File: src/design/assert_macros.svh
// ---------------------------------------------------------------------------
// assert_macros.svh
// concurrent assertion shorthands used by the top-level design file
// ---------------------------------------------------------------------------
`ifndef ASSERT_MACROS_SVH
`define ASSERT_MACROS_SVH

`ifndef ASSERT_OFF

// property must hold at every clock edge outside reset
`define ADC_ASSERT(lbl, clk, rst, prop, msg) \
   lbl: assert property (@(posedge clk) disable iff (rst) prop) else $error(msg);

// condition must never be seen at a clock edge outside reset
`define ADC_NEVER(lbl, clk, rst, cond, msg) \
   lbl: assert property (@(posedge clk) disable iff (rst) !(cond)) else $error(msg);

`else

`define ADC_ASSERT(lbl, clk, rst, prop, msg)
`define ADC_NEVER(lbl, clk, rst, cond, msg)

`endif

`endif

File: src/design/adc_pkg.sv
// ---------------------------------------------------------------------------
// adc_pkg
// shared sizes, codes and types of the array delete compactor
// ---------------------------------------------------------------------------
package adc_pkg;

   localparam int DEPTH     = 64;
   localparam int ELEM_BITS = 32;
   localparam int IDX_W     = $clog2(DEPTH);
   localparam int CNT_W     = $clog2(DEPTH + 1);

   typedef logic [ELEM_BITS-1:0] elem_type;
   typedef logic [IDX_W-1:0]     idx_type;
   typedef logic [CNT_W-1:0]     cnt_type;

   typedef enum logic [2:0] {
      MODE_INIT      = 3'd0,
      MODE_APPEND    = 3'd1,
      MODE_DEL_POS   = 3'd2,
      MODE_DEL_FIRST = 3'd3,
      MODE_DEL_ALL   = 3'd4,
      MODE_READ      = 3'd5
   } mode_type;

   typedef enum logic [1:0] {
      ST_OK       = 2'd0,
      ST_BAD_POS  = 2'd1,
      ST_NO_MATCH = 2'd2,
      ST_FULL     = 2'd3
   } status_type;

   typedef enum logic {
      S_IDLE,
      S_SCAN
   } state_type;

   // control broadcast to every cell of the chain
   typedef struct packed {
      logic     shift;
      logic     wr;
      idx_type  wptr;
      elem_type wdata;
   } chain_ctrl_type;

endpackage

File: src/design/adc_req_if.sv
// ---------------------------------------------------------------------------
// adc_req_if
// request channel: one operation per transaction
// ---------------------------------------------------------------------------
interface adc_req_if;
   logic               valid;
   logic               ready;
   logic [2:0]         mode;
   logic signed [31:0] value;
   logic [5:0]         position;
   logic [6:0]         start_capacity;

   modport source (output valid, output mode, output value, output position,
                   output start_capacity, input ready);
   modport sink   (input valid, input mode, input value, input position,
                   input start_capacity, output ready);
endinterface

File: src/design/adc_rsp_if.sv
// ---------------------------------------------------------------------------
// adc_rsp_if
// response channel: one result per request transaction
// ---------------------------------------------------------------------------
interface adc_rsp_if;
   logic               valid;
   logic               ready;
   logic [6:0]         count_now;
   logic [6:0]         capacity_now;
   logic [6:0]         removed;
   logic signed [31:0] read_value;
   logic [1:0]         status;

   modport source (output valid, output count_now, output capacity_now,
                   output removed, output read_value, output status, input ready);
   modport sink   (input valid, input count_now, input capacity_now,
                   input removed, input read_value, input status, output ready);
endinterface

File: src/design/adc_cell.sv
// ---------------------------------------------------------------------------
// adc_cell
// one storage cell of the element chain
// ---------------------------------------------------------------------------
module adc_cell import adc_pkg::*; (
   input  logic           clock,
   input  idx_type        cell_index,
   input  chain_ctrl_type ctrl,
   input  elem_type       upper,
   output elem_type       data
);

   elem_type elem_ff;
   elem_type elem_in;

   // a targeted write wins over the shift from the upper neighbor
   always_comb begin
      elem_in = elem_ff;
      if (ctrl.wr && (ctrl.wptr == cell_index)) begin
         elem_in = ctrl.wdata;
      end else if (ctrl.shift) begin
         elem_in = upper;
      end
   end

   always_ff @(posedge clock) begin
      elem_ff <= elem_in;
   end

   assign data = elem_ff;

endmodule

File: src/design/adc_chain.sv
// ---------------------------------------------------------------------------
// adc_chain
// row of element cells, each shifting toward index zero
// ---------------------------------------------------------------------------
module adc_chain import adc_pkg::*; (
   input  logic           clock,
   input  chain_ctrl_type ctrl,
   output elem_type       head
);

   elem_type cell_data [DEPTH];

   for (genvar i = 0; i < DEPTH; i++) begin : g_cell
      elem_type upper;
      if (i == DEPTH - 1) begin : g_top
         assign upper = cell_data[i];
      end else begin : g_mid
         assign upper = cell_data[i+1];
      end

      adc_cell u_cell (
         .clock      (clock),
         .cell_index (IDX_W'(i)),
         .ctrl       (ctrl),
         .upper      (upper),
         .data       (cell_data[i])
      );
   end

   assign head = cell_data[0];

endmodule

File: src/design/adc_ctrl.sv
// ---------------------------------------------------------------------------
// adc_ctrl
// operation sequencer, count and capacity tracking, response register
// ---------------------------------------------------------------------------
module adc_ctrl import adc_pkg::*; (
   input  logic               clock,
   input  logic               reset,
   input  logic               req_valid,
   output logic               req_ready,
   input  logic [2:0]         req_mode,
   input  logic signed [31:0] req_value,
   input  logic [5:0]         req_position,
   input  logic [6:0]         req_start_capacity,
   output logic               rsp_valid,
   input  logic               rsp_ready,
   output logic [6:0]         rsp_count_now,
   output logic [6:0]         rsp_capacity_now,
   output logic [6:0]         rsp_removed,
   output logic signed [31:0] rsp_read_value,
   output logic [1:0]         rsp_status,
   input  elem_type           head,
   output chain_ctrl_type     chain_ctrl,
   output logic               busy
);

   state_type  state_ff, state_in;
   cnt_type    cnt_ff, cnt_in;
   cnt_type    cap_ff, cap_in;
   mode_type   op_ff, op_in;
   elem_type   val_ff, val_in;
   logic [5:0] pos_ff, pos_in;
   cnt_type    rem_ff, rem_in;
   idx_type    idx_ff, idx_in;
   cnt_type    kept_ff, kept_in;
   cnt_type    removed_ff, removed_in;
   logic       found_ff, found_in;
   elem_type   rd_ff, rd_in;

   logic               rsp_valid_ff, rsp_valid_in;
   logic [6:0]         rsp_count_ff, rsp_count_in;
   logic [6:0]         rsp_cap_ff, rsp_cap_in;
   logic [6:0]         rsp_removed_ff, rsp_removed_in;
   logic signed [31:0] rsp_read_ff, rsp_read_in;
   status_type         rsp_status_ff, rsp_status_in;

   mode_type   req_op;
   elem_type   req_elem;
   logic       req_fire;
   logic       pos_bad;
   logic       append_full;
   logic       start_scan;
   logic       last_step;
   logic       remove;
   logic       hit;
   logic       at_pos;
   cnt_type    wr_slot;
   cnt_type    cnt_dec;
   status_type imm_status;

   assign req_op      = mode_type'(req_mode);
   assign req_elem    = elem_type'(req_value);
   assign req_fire    = req_valid && req_ready;
   assign pos_bad     = 32'(req_position) >= 32'(cnt_ff);
   assign append_full = (cnt_ff >= cap_ff) || (32'(cnt_ff) >= DEPTH);
   assign last_step   = (state_ff == S_SCAN) && (rem_ff == CNT_W'(1));
   assign hit         = (head == val_ff);
   assign at_pos      = 32'(idx_ff) == 32'(pos_ff);
   assign wr_slot     = CNT_W'(rem_ff - 1'b1 + kept_ff);
   assign cnt_dec     = CNT_W'(cnt_ff - 1'b1);

   always_comb begin
      unique case (req_op)
         MODE_DEL_POS, MODE_READ:        start_scan = !pos_bad;
         MODE_DEL_FIRST, MODE_DEL_ALL:   start_scan = (cnt_ff != '0);
         default:                        start_scan = 1'b0;
      endcase
   end

   // next state
   always_comb begin
      state_in = state_ff;
      unique case (state_ff)
         S_IDLE: begin
            if (req_fire && start_scan) state_in = S_SCAN;
         end
         S_SCAN: begin
            if (last_step) state_in = S_IDLE;
         end
         default: state_in = S_IDLE;
      endcase
   end

   // state outputs: handshake and chain control
   always_comb begin
      req_ready        = 1'b0;
      busy             = 1'b0;
      remove           = 1'b0;
      chain_ctrl.shift = 1'b0;
      chain_ctrl.wr    = 1'b0;
      chain_ctrl.wptr  = '0;
      chain_ctrl.wdata = '0;
      unique case (state_ff)
         S_IDLE: begin
            req_ready = !rsp_valid_ff || rsp_ready;
            if (req_fire && (req_op == MODE_APPEND) && !append_full) begin
               chain_ctrl.wr    = 1'b1;
               chain_ctrl.wptr  = cnt_ff[IDX_W-1:0];
               chain_ctrl.wdata = req_elem;
            end
         end
         S_SCAN: begin
            busy = 1'b1;
            unique case (op_ff)
               MODE_DEL_POS:   remove = at_pos;
               MODE_DEL_FIRST: remove = hit && !found_ff;
               MODE_DEL_ALL:   remove = hit;
               default:        remove = 1'b0;
            endcase
            // pop the head; a kept element goes back behind the kept ones
            chain_ctrl.shift = 1'b1;
            chain_ctrl.wr    = !remove;
            chain_ctrl.wptr  = wr_slot[IDX_W-1:0];
            chain_ctrl.wdata = head;
         end
         default: ;
      endcase
   end

   // datapath
   always_comb begin
      cnt_in         = cnt_ff;
      cap_in         = cap_ff;
      op_in          = op_ff;
      val_in         = val_ff;
      pos_in         = pos_ff;
      rem_in         = rem_ff;
      idx_in         = idx_ff;
      kept_in        = kept_ff;
      removed_in     = removed_ff;
      found_in       = found_ff;
      rd_in          = rd_ff;
      imm_status     = ST_OK;
      rsp_valid_in   = rsp_valid_ff && !rsp_ready;
      rsp_count_in   = rsp_count_ff;
      rsp_cap_in     = rsp_cap_ff;
      rsp_removed_in = rsp_removed_ff;
      rsp_read_in    = rsp_read_ff;
      rsp_status_in  = rsp_status_ff;

      if (req_fire) begin
         op_in      = req_op;
         val_in     = req_elem;
         pos_in     = req_position;
         rem_in     = cnt_ff;
         idx_in     = '0;
         kept_in    = '0;
         removed_in = '0;
         found_in   = 1'b0;
         rd_in      = '0;
         unique case (req_op)
            MODE_INIT: begin
               cap_in = (32'(req_start_capacity) > DEPTH) ? CNT_W'(DEPTH)
                                                          : CNT_W'(req_start_capacity);
               cnt_in = '0;
            end
            MODE_APPEND: begin
               if (append_full) imm_status = ST_FULL;
               else             cnt_in     = CNT_W'(cnt_ff + 1'b1);
            end
            MODE_DEL_POS, MODE_READ: begin
               if (pos_bad) imm_status = ST_BAD_POS;
            end
            MODE_DEL_FIRST, MODE_DEL_ALL: begin
               if (cnt_ff == '0) imm_status = ST_NO_MATCH;
            end
            default: ;
         endcase
         if (!start_scan) begin
            rsp_valid_in   = 1'b1;
            rsp_count_in   = 7'(cnt_in);
            rsp_cap_in     = 7'(cap_in);
            rsp_removed_in = '0;
            rsp_read_in    = '0;
            rsp_status_in  = imm_status;
         end
      end else if (state_ff == S_SCAN) begin
         rem_in = CNT_W'(rem_ff - 1'b1);
         idx_in = IDX_W'(idx_ff + 1'b1);
         if (remove) begin
            cnt_in     = cnt_dec;
            removed_in = CNT_W'(removed_ff + 1'b1);
            found_in   = 1'b1;
            // shrink after each single removal
            if (cnt_dec <= (cap_ff >> 2)) cap_in = cap_ff >> 1;
         end else begin
            kept_in = CNT_W'(kept_ff + 1'b1);
         end
         if ((op_ff == MODE_READ) && at_pos) rd_in = head;
         if (last_step) begin
            rsp_valid_in   = 1'b1;
            rsp_count_in   = 7'(cnt_in);
            rsp_cap_in     = 7'(cap_in);
            rsp_removed_in = 7'(removed_in);
            rsp_read_in    = 32'(signed'(rd_in));
            if (((op_ff == MODE_DEL_FIRST) || (op_ff == MODE_DEL_ALL)) &&
                (removed_in == '0)) begin
               rsp_status_in = ST_NO_MATCH;
            end else begin
               rsp_status_in = ST_OK;
            end
         end
      end
   end

   always_ff @(posedge clock) begin
      if (reset) begin
         state_ff     <= S_IDLE;
         cnt_ff       <= '0;
         cap_ff       <= '0;
         rsp_valid_ff <= 1'b0;
      end else begin
         state_ff     <= state_in;
         cnt_ff       <= cnt_in;
         cap_ff       <= cap_in;
         rsp_valid_ff <= rsp_valid_in;
      end
   end

   always_ff @(posedge clock) begin
      op_ff          <= op_in;
      val_ff         <= val_in;
      pos_ff         <= pos_in;
      rem_ff         <= rem_in;
      idx_ff         <= idx_in;
      kept_ff        <= kept_in;
      removed_ff     <= removed_in;
      found_ff       <= found_in;
      rd_ff          <= rd_in;
      rsp_count_ff   <= rsp_count_in;
      rsp_cap_ff     <= rsp_cap_in;
      rsp_removed_ff <= rsp_removed_in;
      rsp_read_ff    <= rsp_read_in;
      rsp_status_ff  <= rsp_status_in;
   end

   assign rsp_valid        = rsp_valid_ff;
   assign rsp_count_now    = rsp_count_ff;
   assign rsp_capacity_now = rsp_cap_ff;
   assign rsp_removed      = rsp_removed_ff;
   assign rsp_read_value   = rsp_read_ff;
   assign rsp_status       = rsp_status_ff;

endmodule

File: src/design/array_delete_compactor.sv
// ---------------------------------------------------------------------------
// array_delete_compactor
// packed signed-word array with init, append, deletes, read and capacity shrink
// ---------------------------------------------------------------------------
// Every request transaction gives exactly one response transaction. Init,
// append, unknown modes and requests rejected up front (position out of
// range, empty array on a match delete, full on append) have their response
// registered in the cycle after they are accepted. Delete at a position,
// delete first match, delete all matches and read rotate the stored
// elements once through the cell chain: one element leaves the chain head
// per cycle and is either dropped or written back behind the elements
// already kept, and once every stored element has passed the head the
// response is registered. The head compare examines one element per cycle.
// A new request is taken once the chain is idle and the response register
// is empty or being emptied. After each single removal the capacity halves
// when the count has fallen to a quarter of it or below. No clearing pass
// after reset.
// ---------------------------------------------------------------------------
`include "assert_macros.svh"

module array_delete_compactor import adc_pkg::*; (
   input logic    clock,
   input logic    reset,
   adc_req_if.sink   req_chan,
   adc_rsp_if.source rsp_chan
);

   // chain control from the sequencer and the element leaving the head
   chain_ctrl_type chain_ctrl;
   elem_type       head;
   // high while a rotation is in progress
   logic           busy;

   adc_ctrl u_ctrl (
      .clock              (clock),
      .reset              (reset),
      .req_valid          (req_chan.valid),
      .req_ready          (req_chan.ready),
      .req_mode           (req_chan.mode),
      .req_value          (req_chan.value),
      .req_position       (req_chan.position),
      .req_start_capacity (req_chan.start_capacity),
      .rsp_valid          (rsp_chan.valid),
      .rsp_ready          (rsp_chan.ready),
      .rsp_count_now      (rsp_chan.count_now),
      .rsp_capacity_now   (rsp_chan.capacity_now),
      .rsp_removed        (rsp_chan.removed),
      .rsp_read_value     (rsp_chan.read_value),
      .rsp_status         (rsp_chan.status),
      .head               (head),
      .chain_ctrl         (chain_ctrl),
      .busy               (busy)
   );

   // element storage: one cell per entry, shifting toward the head
   adc_chain u_chain (
      .clock (clock),
      .ctrl  (chain_ctrl),
      .head  (head)
   );

   // count never exceeds capacity, capacity never exceeds the depth
   `ADC_ASSERT(a_cnt_cap, clock, reset, rsp_chan.valid |-> ((rsp_chan.count_now <= rsp_chan.capacity_now) && (32'(rsp_chan.capacity_now) <= DEPTH)), "count above capacity")

   // no new request while the chain is rotating
   `ADC_NEVER(a_busy_ready, clock, reset, busy && req_chan.ready, "request taken during rotation")

   // the response register is empty throughout a rotation
   `ADC_NEVER(a_busy_rsp, clock, reset, busy && rsp_chan.valid, "response pending during rotation")

   // the end of a rotation always presents its response
   `ADC_ASSERT(a_done_rsp, clock, reset, ($fell(busy) && !$past(reset)) |-> rsp_chan.valid, "rotation ended without response")

   // a failed request never returns read data
   `ADC_ASSERT(a_err_read, clock, reset, (rsp_chan.valid && (rsp_chan.status != ST_OK)) |-> (rsp_chan.read_value == '0), "read data on failed request")

endmodule
File: src/flat_wrapper.sv
// flat-port wrapper written by rule: the top's interface ports become plain ports
module array_delete_compactor_flat import adc_pkg::*;
  (clock, reset, req_chan_valid, req_chan_mode, req_chan_value, req_chan_position, req_chan_start_capacity, req_chan_ready, rsp_chan_valid, rsp_chan_count_now, rsp_chan_capacity_now, rsp_chan_removed, rsp_chan_read_value, rsp_chan_status, rsp_chan_ready);
  adc_req_if req_chan_i ();
  adc_rsp_if rsp_chan_i ();
  input logic clock;
  input logic reset;
  input wire logic [$bits(req_chan_i.valid)-1:0] req_chan_valid;
  input wire logic [$bits(req_chan_i.mode)-1:0] req_chan_mode;
  input wire logic [$bits(req_chan_i.value)-1:0] req_chan_value;
  input wire logic [$bits(req_chan_i.position)-1:0] req_chan_position;
  input wire logic [$bits(req_chan_i.start_capacity)-1:0] req_chan_start_capacity;
  output wire logic [$bits(req_chan_i.ready)-1:0] req_chan_ready;
  output wire logic [$bits(rsp_chan_i.valid)-1:0] rsp_chan_valid;
  output wire logic [$bits(rsp_chan_i.count_now)-1:0] rsp_chan_count_now;
  output wire logic [$bits(rsp_chan_i.capacity_now)-1:0] rsp_chan_capacity_now;
  output wire logic [$bits(rsp_chan_i.removed)-1:0] rsp_chan_removed;
  output wire logic [$bits(rsp_chan_i.read_value)-1:0] rsp_chan_read_value;
  output wire logic [$bits(rsp_chan_i.status)-1:0] rsp_chan_status;
  input wire logic [$bits(rsp_chan_i.ready)-1:0] rsp_chan_ready;
  assign req_chan_i.valid = req_chan_valid;
  assign req_chan_i.mode = req_chan_mode;
  assign req_chan_i.value = req_chan_value;
  assign req_chan_i.position = req_chan_position;
  assign req_chan_i.start_capacity = req_chan_start_capacity;
  assign req_chan_ready = req_chan_i.ready;
  assign rsp_chan_valid = rsp_chan_i.valid;
  assign rsp_chan_count_now = rsp_chan_i.count_now;
  assign rsp_chan_capacity_now = rsp_chan_i.capacity_now;
  assign rsp_chan_removed = rsp_chan_i.removed;
  assign rsp_chan_read_value = rsp_chan_i.read_value;
  assign rsp_chan_status = rsp_chan_i.status;
  assign rsp_chan_i.ready = rsp_chan_ready;
  array_delete_compactor u_core (.clock(clock), .reset(reset), .req_chan(req_chan_i), .rsp_chan(rsp_chan_i));
endmodule
File: config.mk
export PLATFORM = sky130hd
export DESIGN_NAME = array_delete_compactor_flat
export DESIGN_NICKNAME = d
export VERILOG_FILES = /design/src/design/adc_pkg.sv /design/src/design/adc_req_if.sv /design/src/design/adc_rsp_if.sv /design/src/design/adc_cell.sv /design/src/design/adc_chain.sv /design/src/design/adc_ctrl.sv /design/src/design/array_delete_compactor.sv /design/src/flat_wrapper.sv
export VERILOG_INCLUDE_DIRS = /design/src /design/src/design
export SDC_FILE = /design/constraint.sdc
export NUM_CORES = 2
export LEC_CHECK = 0
export ABC_AREA = 1
export BUFFER_PORTS_ARGS = -buffer_cell sky130_fd_sc_hd__clkbuf_2
export CAP_MARGIN = 20
export CORE_AREA = 2 2 348 695
export CTS_BUF_LIST = sky130_fd_sc_hd__clkbuf_4 sky130_fd_sc_hd__clkbuf_8
export CTS_CLUSTER_SIZE = 16
export DETAILED_ROUTE_END_ITERATION = 6
export DIE_AREA = 0 0 350 697
export GPL_ROUTABILITY_DRIVEN = 1
export PLACE_DENSITY = 0.61
export SLEW_MARGIN = 0
export SYNTH_ARGS = -nofsm -noshare
export SYNTH_HDL_FRONTEND = slang
export SYNTH_SLANG_ARGS = --single-unit
export TNS_END_PERCENT = 30
File: constraint.sdc
create_clock -name clock -period 7.7 [get_ports clock]
set_input_delay 0 -clock clock [delete_from_list [all_inputs] [get_ports clock]]
set_output_delay 0 -clock clock [all_outputs]
set_load 0.1 [all_outputs]
# Yosys cells after proc, flatten, opt, wreduce, memory -nomap -nowiden
# Cells that the tools add are included.
[word_totals] ff_bits=2220 input_bits=52
[classes] addsub=7 magnitude_cmp=5 eq_ne=76 muxes=183 bitwise_logic=2 n_reduce_logical=157
[op_table] op="32-bit two-way mux" n=131
[op_table] op="6-bit == test (second input constant)" n=32
[op_table] op="7-bit two-way mux" n=27
[op_table] op="2-bit nonzero test" n=65
[op_table] op="6-bit by 5-bit == test with 1-bit output (second input constant)" n=16
[op_table] op="39-bit case mux with 2 select lines" n=1
[op_table] op="1-bit logical AND" n=73
[op_table] op="6-bit by 4-bit == test with 1-bit output (second input constant)" n=8
[op_table] op="39-bit two-way mux" n=1
[op_table] op="32-bit == test" n=1
[op_table] op="6-bit by 3-bit == test with 1-bit output (second input constant)" n=4
[op_table] op="7-bit by 1-bit adder with 7-bit output (second input constant)" n=3
[op_table] op="7-bit zero test" n=2
[op_table] op="2-bit two-way mux" n=7
[op_table] op="7-bit case mux with 2 select lines" n=1
[op_table] op="7-bit by 1-bit subtractor with 7-bit output (second input constant)" n=2
[op_table] op="3-bit by 2-bit == test with 1-bit output (second input constant)" n=4
[op_table] op="3-bit == test (second input constant)" n=4
[op_table] op="6-bit by 2-bit == test with 1-bit output (second input constant)" n=2
[op_table] op="1-bit two-way mux" n=11
[op_table] op="7-bit by 1-bit == test with 1-bit output (second input constant)" n=1
[op_table] op="6-bit by 7-bit greater-or-equal comparator with 1-bit output" n=1
[op_table] op="7-bit greater-or-equal comparator" n=1
[op_table] op="7-bit greater-or-equal comparator (second input constant)" n=1
[op_table] op="other kinds (20)" n=31

# Depth between registers and ports, before layout
[depth] ltp_word=14 depth_mapped=21 ltp_nobuf=18

# Cells and area by module
# Synthesis repeated with hierarchy kept, for this count alone.
[hier_totals] hier_cells=11948 hier_area_um2=110125.6
[modules_own_cells] module="adc_cell" n_inst=64 cells_each=168 area_per_inst_um2=1575.3 seq_area_each_um2=960.9
[modules_own_cells] module="adc_ctrl" n_inst=1 cells_each=1194 area_per_inst_um2=9301.4 seq_area_each_um2=4454.3
[modules_own_cells] module="adc_chain" n_inst=1 cells_each=2 area_per_inst_um2=7.5 seq_area_each_um2=0.0

# Least setup slack after synthesis
# Ideal clock, no wire load.
[synth_timing] path_type="reg2reg" startpoint="reg u_core.u_ctrl.rsp_valid_ff, in the netlist u_core.u_ctrl.rsp_valid" endpoint="reg u_core.u_chain.g_cell[63].u_cell.elem_ff[0], enable pin" arrival_time_ns=5.894 t_required_ns=7.198 setup_slack_ns=1.305 stages_incl_launch_ff=10 path_buffers=0 synth_period_minus_slack_ns=6.395 path_cell_list="dfxtp_1 inv_1 nor2_1 nor2_2 nand2_1 nor3_2 nand3_1 nand2_2 inv_2 nor4_1"
[synth_between] elab_chain_cells=10
[synth_rtl] item="start, declared" line_no="adc_ctrl.sv:39" rtl="logic rsp_valid_ff, rsp_valid_in;"
[synth_rtl] item="start signal, assigned" line_no="adc_ctrl.sv:225" rtl="rsp_valid_ff <= rsp_valid_in;"
[synth_rtl] item="1-bit zero test *" line_no="adc_ctrl.sv:104" rtl="req_ready = !rsp_valid_ff || rsp_ready;"
[synth_rtl] item="1-bit logical OR *" line_no="adc_ctrl.sv:104"
[synth_rtl] item="1-bit two-way mux *" line_no="adc_ctrl.sv:102" rtl="unique case (state_ff)"
[synth_rtl] item="via req_chan_ready" line_no="flat_wrapper.sv:13" rtl="output wire logic [$bits(req_chan_i.ready)-1:0] req_chan_ready;"
[synth_rtl] item="1-bit logical AND *" line_no="adc_ctrl.sv:62" rtl="assign req_fire = req_valid && req_ready;"
[synth_rtl] item="1-bit logical AND * (2 in a row)" line_no="adc_ctrl.sv:105" rtl="if (req_fire && (req_op == MODE_APPEND) && !append_full) begin"
[synth_rtl] item="39-bit two-way mux *" line_no="adc_ctrl.sv:105"
[synth_rtl] item="39-bit case mux with 2 select lines *" line_no="adc_ctrl.sv:102"
[synth_rtl] item="6-bit == test" line_no="adc_cell.sv:19" rtl="if (ctrl.wr && (ctrl.wptr == cell_index)) begin"
[synth_rtl] item="1-bit logical AND *" line_no="adc_cell.sv:19"
[synth_rtl] item="end signal, assigned" line_no="adc_cell.sv:27" rtl="elem_ff <= elem_in;"
[synth_rtl] item="end, declared" line_no="adc_cell.sv:13" rtl="elem_type elem_ff;"
# Mark *: on every way through the listed nets, which the timed path passes. The rest lies on a longest branch.
# A chain may end at the register's enable or synchronous reset.

# Worst setup path in the final report
[layout_timing] startpoint="reg u_core.u_ctrl.rem_ff[0]" endpoint="reg u_core.u_chain.g_cell[57].u_cell.elem_ff[1], enable pin"
[layout_between] elab_chain_cells=6
[layout_rtl] item="start, declared" line_no="adc_ctrl.sv:32" rtl="cnt_type rem_ff, rem_in;"
[layout_rtl] item="start signal, assigned" line_no="adc_ctrl.sv:233" rtl="rem_ff <= rem_in;"
[layout_rtl] item="7-bit by 1-bit subtractor with 7-bit output"
[layout_rtl] item="6-bit adder" line_no="adc_ctrl.sv:68" rtl="assign wr_slot = CNT_W'(rem_ff - 1'b1 + kept_ff);"
[layout_rtl] item="39-bit case mux with 2 select lines" line_no="adc_ctrl.sv:102"
[layout_rtl] item="6-bit == test" line_no="adc_cell.sv:19"
[layout_rtl] item="1-bit logical AND" line_no="adc_cell.sv:19"
[layout_rtl] item="2-bit nonzero test (no source line)"
[layout_rtl] item="end signal, assigned" line_no="adc_cell.sv:27"
[layout_rtl] item="end, declared" line_no="adc_cell.sv:13"
# Every way passes these cells.

==> summary.txt <==
Global routing
  – First-pass GRT wire length: 441.5 mm
  – All-Layer GR Usage: 24.75%
  – Largest net degree at the start of global routing: 232
  – Initial antenna violation count: 12
  – Grt total ovfl: 0
  – Vias in the first global route: 66,940

Timing
  – Final worst clock skew: 0.08359 ns
  – Min Tclk post-route: 5.609 ns
  – F_max: 178.3 MHz
  – Least-Margin Pin Slew: 1.293 ns
  – Tcrit/Tclk final: 72.84%
  – Rel. slew slack: 13.81%
  – Final hold vios: 0
  – Setup TNS: 0 ns
  – Final Max Slew Viols: 0
  – Final setup viols: 0
  – Worst hold margin: 0.1046 ns
  – RSZ-0062 raised after global routing: false

Routing
  – Post-DRT Antenna Nets: 0
  – Drt wl/cell: 25.10 um
  – DR iter-0 viols: 7,460
  – Routed via count: 68,360
  – DRT Pass-1 Iters: 6
  – DRC Markers: 0
  – WL final: 309.8 mm
  – Vias per Instance: 5.537

Synthesis
  – Synth warnings: 0
  – Top post-synthesis cells by area: edfxtp_1 (68%), nand2_1 (12%), o21ai_0 (4.7%)
  – Leading area contributor after synthesis: edfxtp_1
  – Top cells by count, synth: nand2_1 (3,128), edfxtp_1 (2,151), o21ai_0 (900), nand3_1 (769), o21ai_1 (576)
  – Dominant synthesized flop cell: edfxtp_1
  – Most frequent cell after synthesis: nand2_1
  – Post-synthesis cell type count: 44
  – Syn Nets: 8,983
  – Synth Cell Area: 94,980 um2
  – Mapped Cells: 8,900
  – Syn Area/Cell: 10.67 um2
  – Seq cells post-synth: 2,219
  – EDFF count, synth: 2,151
  – Seq/Total Area, Yosys: 69.44%
  – Post-synth top area share: 68.00%
  – Async set-reset flop share out of synthesis: 0%

Pwr
  – Comb power frac: 5.2%
  – Int Pwr: 0.01862 W
  – Psw: 0.005802 W
  – Maximum vdd drop: 0.0001496 V
  – Clock power frac: 38.9%
  – Sw frac: 23.76%
  – Cell Pwr Density: 229.8 nW/um2
  – Leakage: 41.18 nW
  – Register share of total power: 55.9%

CTS
  – Clock transition at path regs: 0.07 ns
  – CTS Root Cell: clkbuf_8
  – CTS sink cnt: 2,219
  – Num CTS Buffers: 315
  – Longest Clk Path Bufs: 4
  – CTS tree: yes
  – Clock latency on the worst-skew pair: 1.01 ns
  – H-Tree Level Count: 5

Critical path
  – Setup CP Type: reg -> reg
  – WP data required: 8.33 ns
  – Worst path most repeated cell: nand2_1
  – CP max FO: 65
  – Arrival time at the worst endpoint: 6.24 ns
  – CP startpoint kind: flip-flop
  – Worst path cell trace: inv_1 > ha_1 > xor2_1 > ha_1 > a21oi_1 > nand2_1 > nand2_1 > nand2_1 > a21oi_1 > nand3b_1 > nand3_1 > o21ai_4 > nand2_2 > nor2_4 > nand2_2 > buf_4 > nand2_1 > buf_4
  – Internal reg-to-reg setup slack: 2.09 ns
  – Worst path max stage delay: 0.82 ns
  – Worst path slowest cell: nor2_4
  – Crit end category: flip-flop

Die
  – Initial Util: 39.80%
  – Die span in x: 350 um
  – Die H: 697 um
  – Total I/O pin count: 109
  – Core ar.: 238,700 um2
  – Die ar.: 244,000 um2
  – # rows: 254

Final layout
  – Final Util: 44.53%
  – P&R area growth vs syn: 11.90%
  – Layout cells sized above 1: 10.60%
  – # fillers: 21,840
  – Post-route cell area: 106,300 um2
  – Fin nets: 8,994

Min path
  – Min-Delay Path Class: in -> reg

Placement
  – Port Buffers: 108
  – Placed Instance Area: 98,940 um2
  – DP HPWL: 200.0 mm
  – Final GP Congestion: 0.9792

Outcome
  – Outcome: finished clean

Flow run
  – Max-Cap Viols: 0
## repair_timing
item | 4_1_cts | 5_1_grt
resized for setup | 0 | 0
endpoints found under the setup margin | 0 | 0
setup buffers | 0 | 0
hold endpoints to repair | 443 | 0
hold buffers | 110 | 0
## power by group through the flow
stage | Combinational (W) | Clock, W | Sequential (W)
2_1_floorplan | 0.000565 | 0 | 0.0140
4_1_cts | 0.00126 | 0.00965 | 0.0136
5_1_grt | 0.00135 | 0.0101 | 0.0137
6_report | 0.00128 | 0.00950 | 0.0136
3_5_place_dp | 0.00121 | 0 | 0.0139
3_3_place_gp | 0.00119 | 0 | 0.0139
## layer usage
layer  vias up  share of wire [%]  global-route usage (%)  wire, um
met1     33410                 33                   25.04    100800
li1      30670                  -                       -         -
met5         -             0.0074                       0        23
met4         4                9.4                   19.97     29070
met2      3214                 52                   44.66    160700
met3      1060                6.2                   3.787     19230
## worst max-delay path, delay by kind of cell, from the launching register on
kind	cells	cell delay [ns]
simple gates	9	2.44
buf+inv	3	0.93
fa+ha+maj	2	0.58
compound gates	3	0.55
flops	1	0.43
xor+xnor	1	0.24
## final timing paths
kind | depth (start not counted) | endpoint | start
max | 18 | u_core.u_chain.g_cell[57].u_cell.data[1]$_DFFE_PP_ | u_core.u_ctrl.rem_ff[0]$_DFFE_PP_
min | 3 | u_core.u_ctrl.cnt_ff[6]$_SDFFE_PP0P_ | reset
min reg2reg | 2 | u_core.u_ctrl.rd_ff[17]$_SDFFE_PP0P_ | u_core.u_ctrl.rd_ff[17]$_SDFFE_PP0P_
max reg2reg | 18 | u_core.u_chain.g_cell[57].u_cell.data[1]$_DFFE_PP_ | u_core.u_ctrl.rem_ff[0]$_DFFE_PP_
## state kept, by name, summed over array words and instances, names as in the netlist
signal / flops
u_core.u_chain.g_cell.u_cell.data: 2048
u_core.u_ctrl.rd_ff: 32
u_core.u_ctrl.rsp_read_value: 32
u_core.u_ctrl.val_ff: 32
u_core.u_ctrl.cap_ff: 7
u_core.u_ctrl.cnt_ff: 7
u_core.u_ctrl.rem_ff: 7
u_core.u_ctrl.removed_ff: 7
u_core.u_ctrl.rsp_capacity_now: 7
u_core.u_ctrl.rsp_count_now: 7
u_core.u_ctrl.rsp_removed: 7
u_core.u_ctrl.idx_ff: 6
u_core.u_ctrl.kept_ff: 6
u_core.u_ctrl.pos_ff: 6
u_core.u_ctrl.op_ff: 3
u_core.u_ctrl.rsp_status: 2
u_core.u_ctrl.found_ff: 1
u_core.u_ctrl.rsp_valid: 1
u_core.u_ctrl.state_ff: 1
## logic make-up after synthesis
family | after synthesis | share of synthesized area (%)
and+or+nand+nor | 4083 | 17.38
DFF | 2219 | 69.44
AOI/OAI and AO/OA | 1543 | 8.200
buffers and inverters | 1001 | 4.352
adders and majority gates | 31 | 0.4163
xor gates and xnor gates | 23 | 0.2121
## cell usage in the layout (no fill, tap or decap), types with 69 or more instances in the layout
master         netlist  final
nand2_1           3128   3099
clkbuf_4             0     77
buf_4                4    205
dlygate4sd3_1        0    110
clkbuf_8             0    330
clkinv_1             2     69
clkbuf_2             0    108
inv_1              243    211
edfxtp_1          2151   2151
nor2_1             119    109
o21ai_1            576    544
o21ai_0            900    900
nand3_1            769    758
## stage by stage
step | cells | setup WS [ns] | total power [W]
after floorplan | 8900 | 1.305 | 0.01458
after global placement | 11670 | 2.029 | 0.01508
after detailed placement | 11680 | 2.237 | 0.01511
after CTS | 12340 | 2.184 | 0.02455
after global routing | 12340 | 1.893 | 0.02511
final | 12350 | 2.091 | 0.02442
## final cells by class
type	count	area [um2]	share of cell area (%)
tap	3200	4004	3.767
clock inverter	139	1036	0.9747
clock buffer	407	5120	4.817
antenna	6	15.01	0.01413
timing repair buffer	444	3721	3.501
inverter	251	960.9	0.9041
sequential	2219	65950	62.06
multi-input combinational	5680	25470	23.97
No activity file was read; power rests on OpenSTA's default activity.
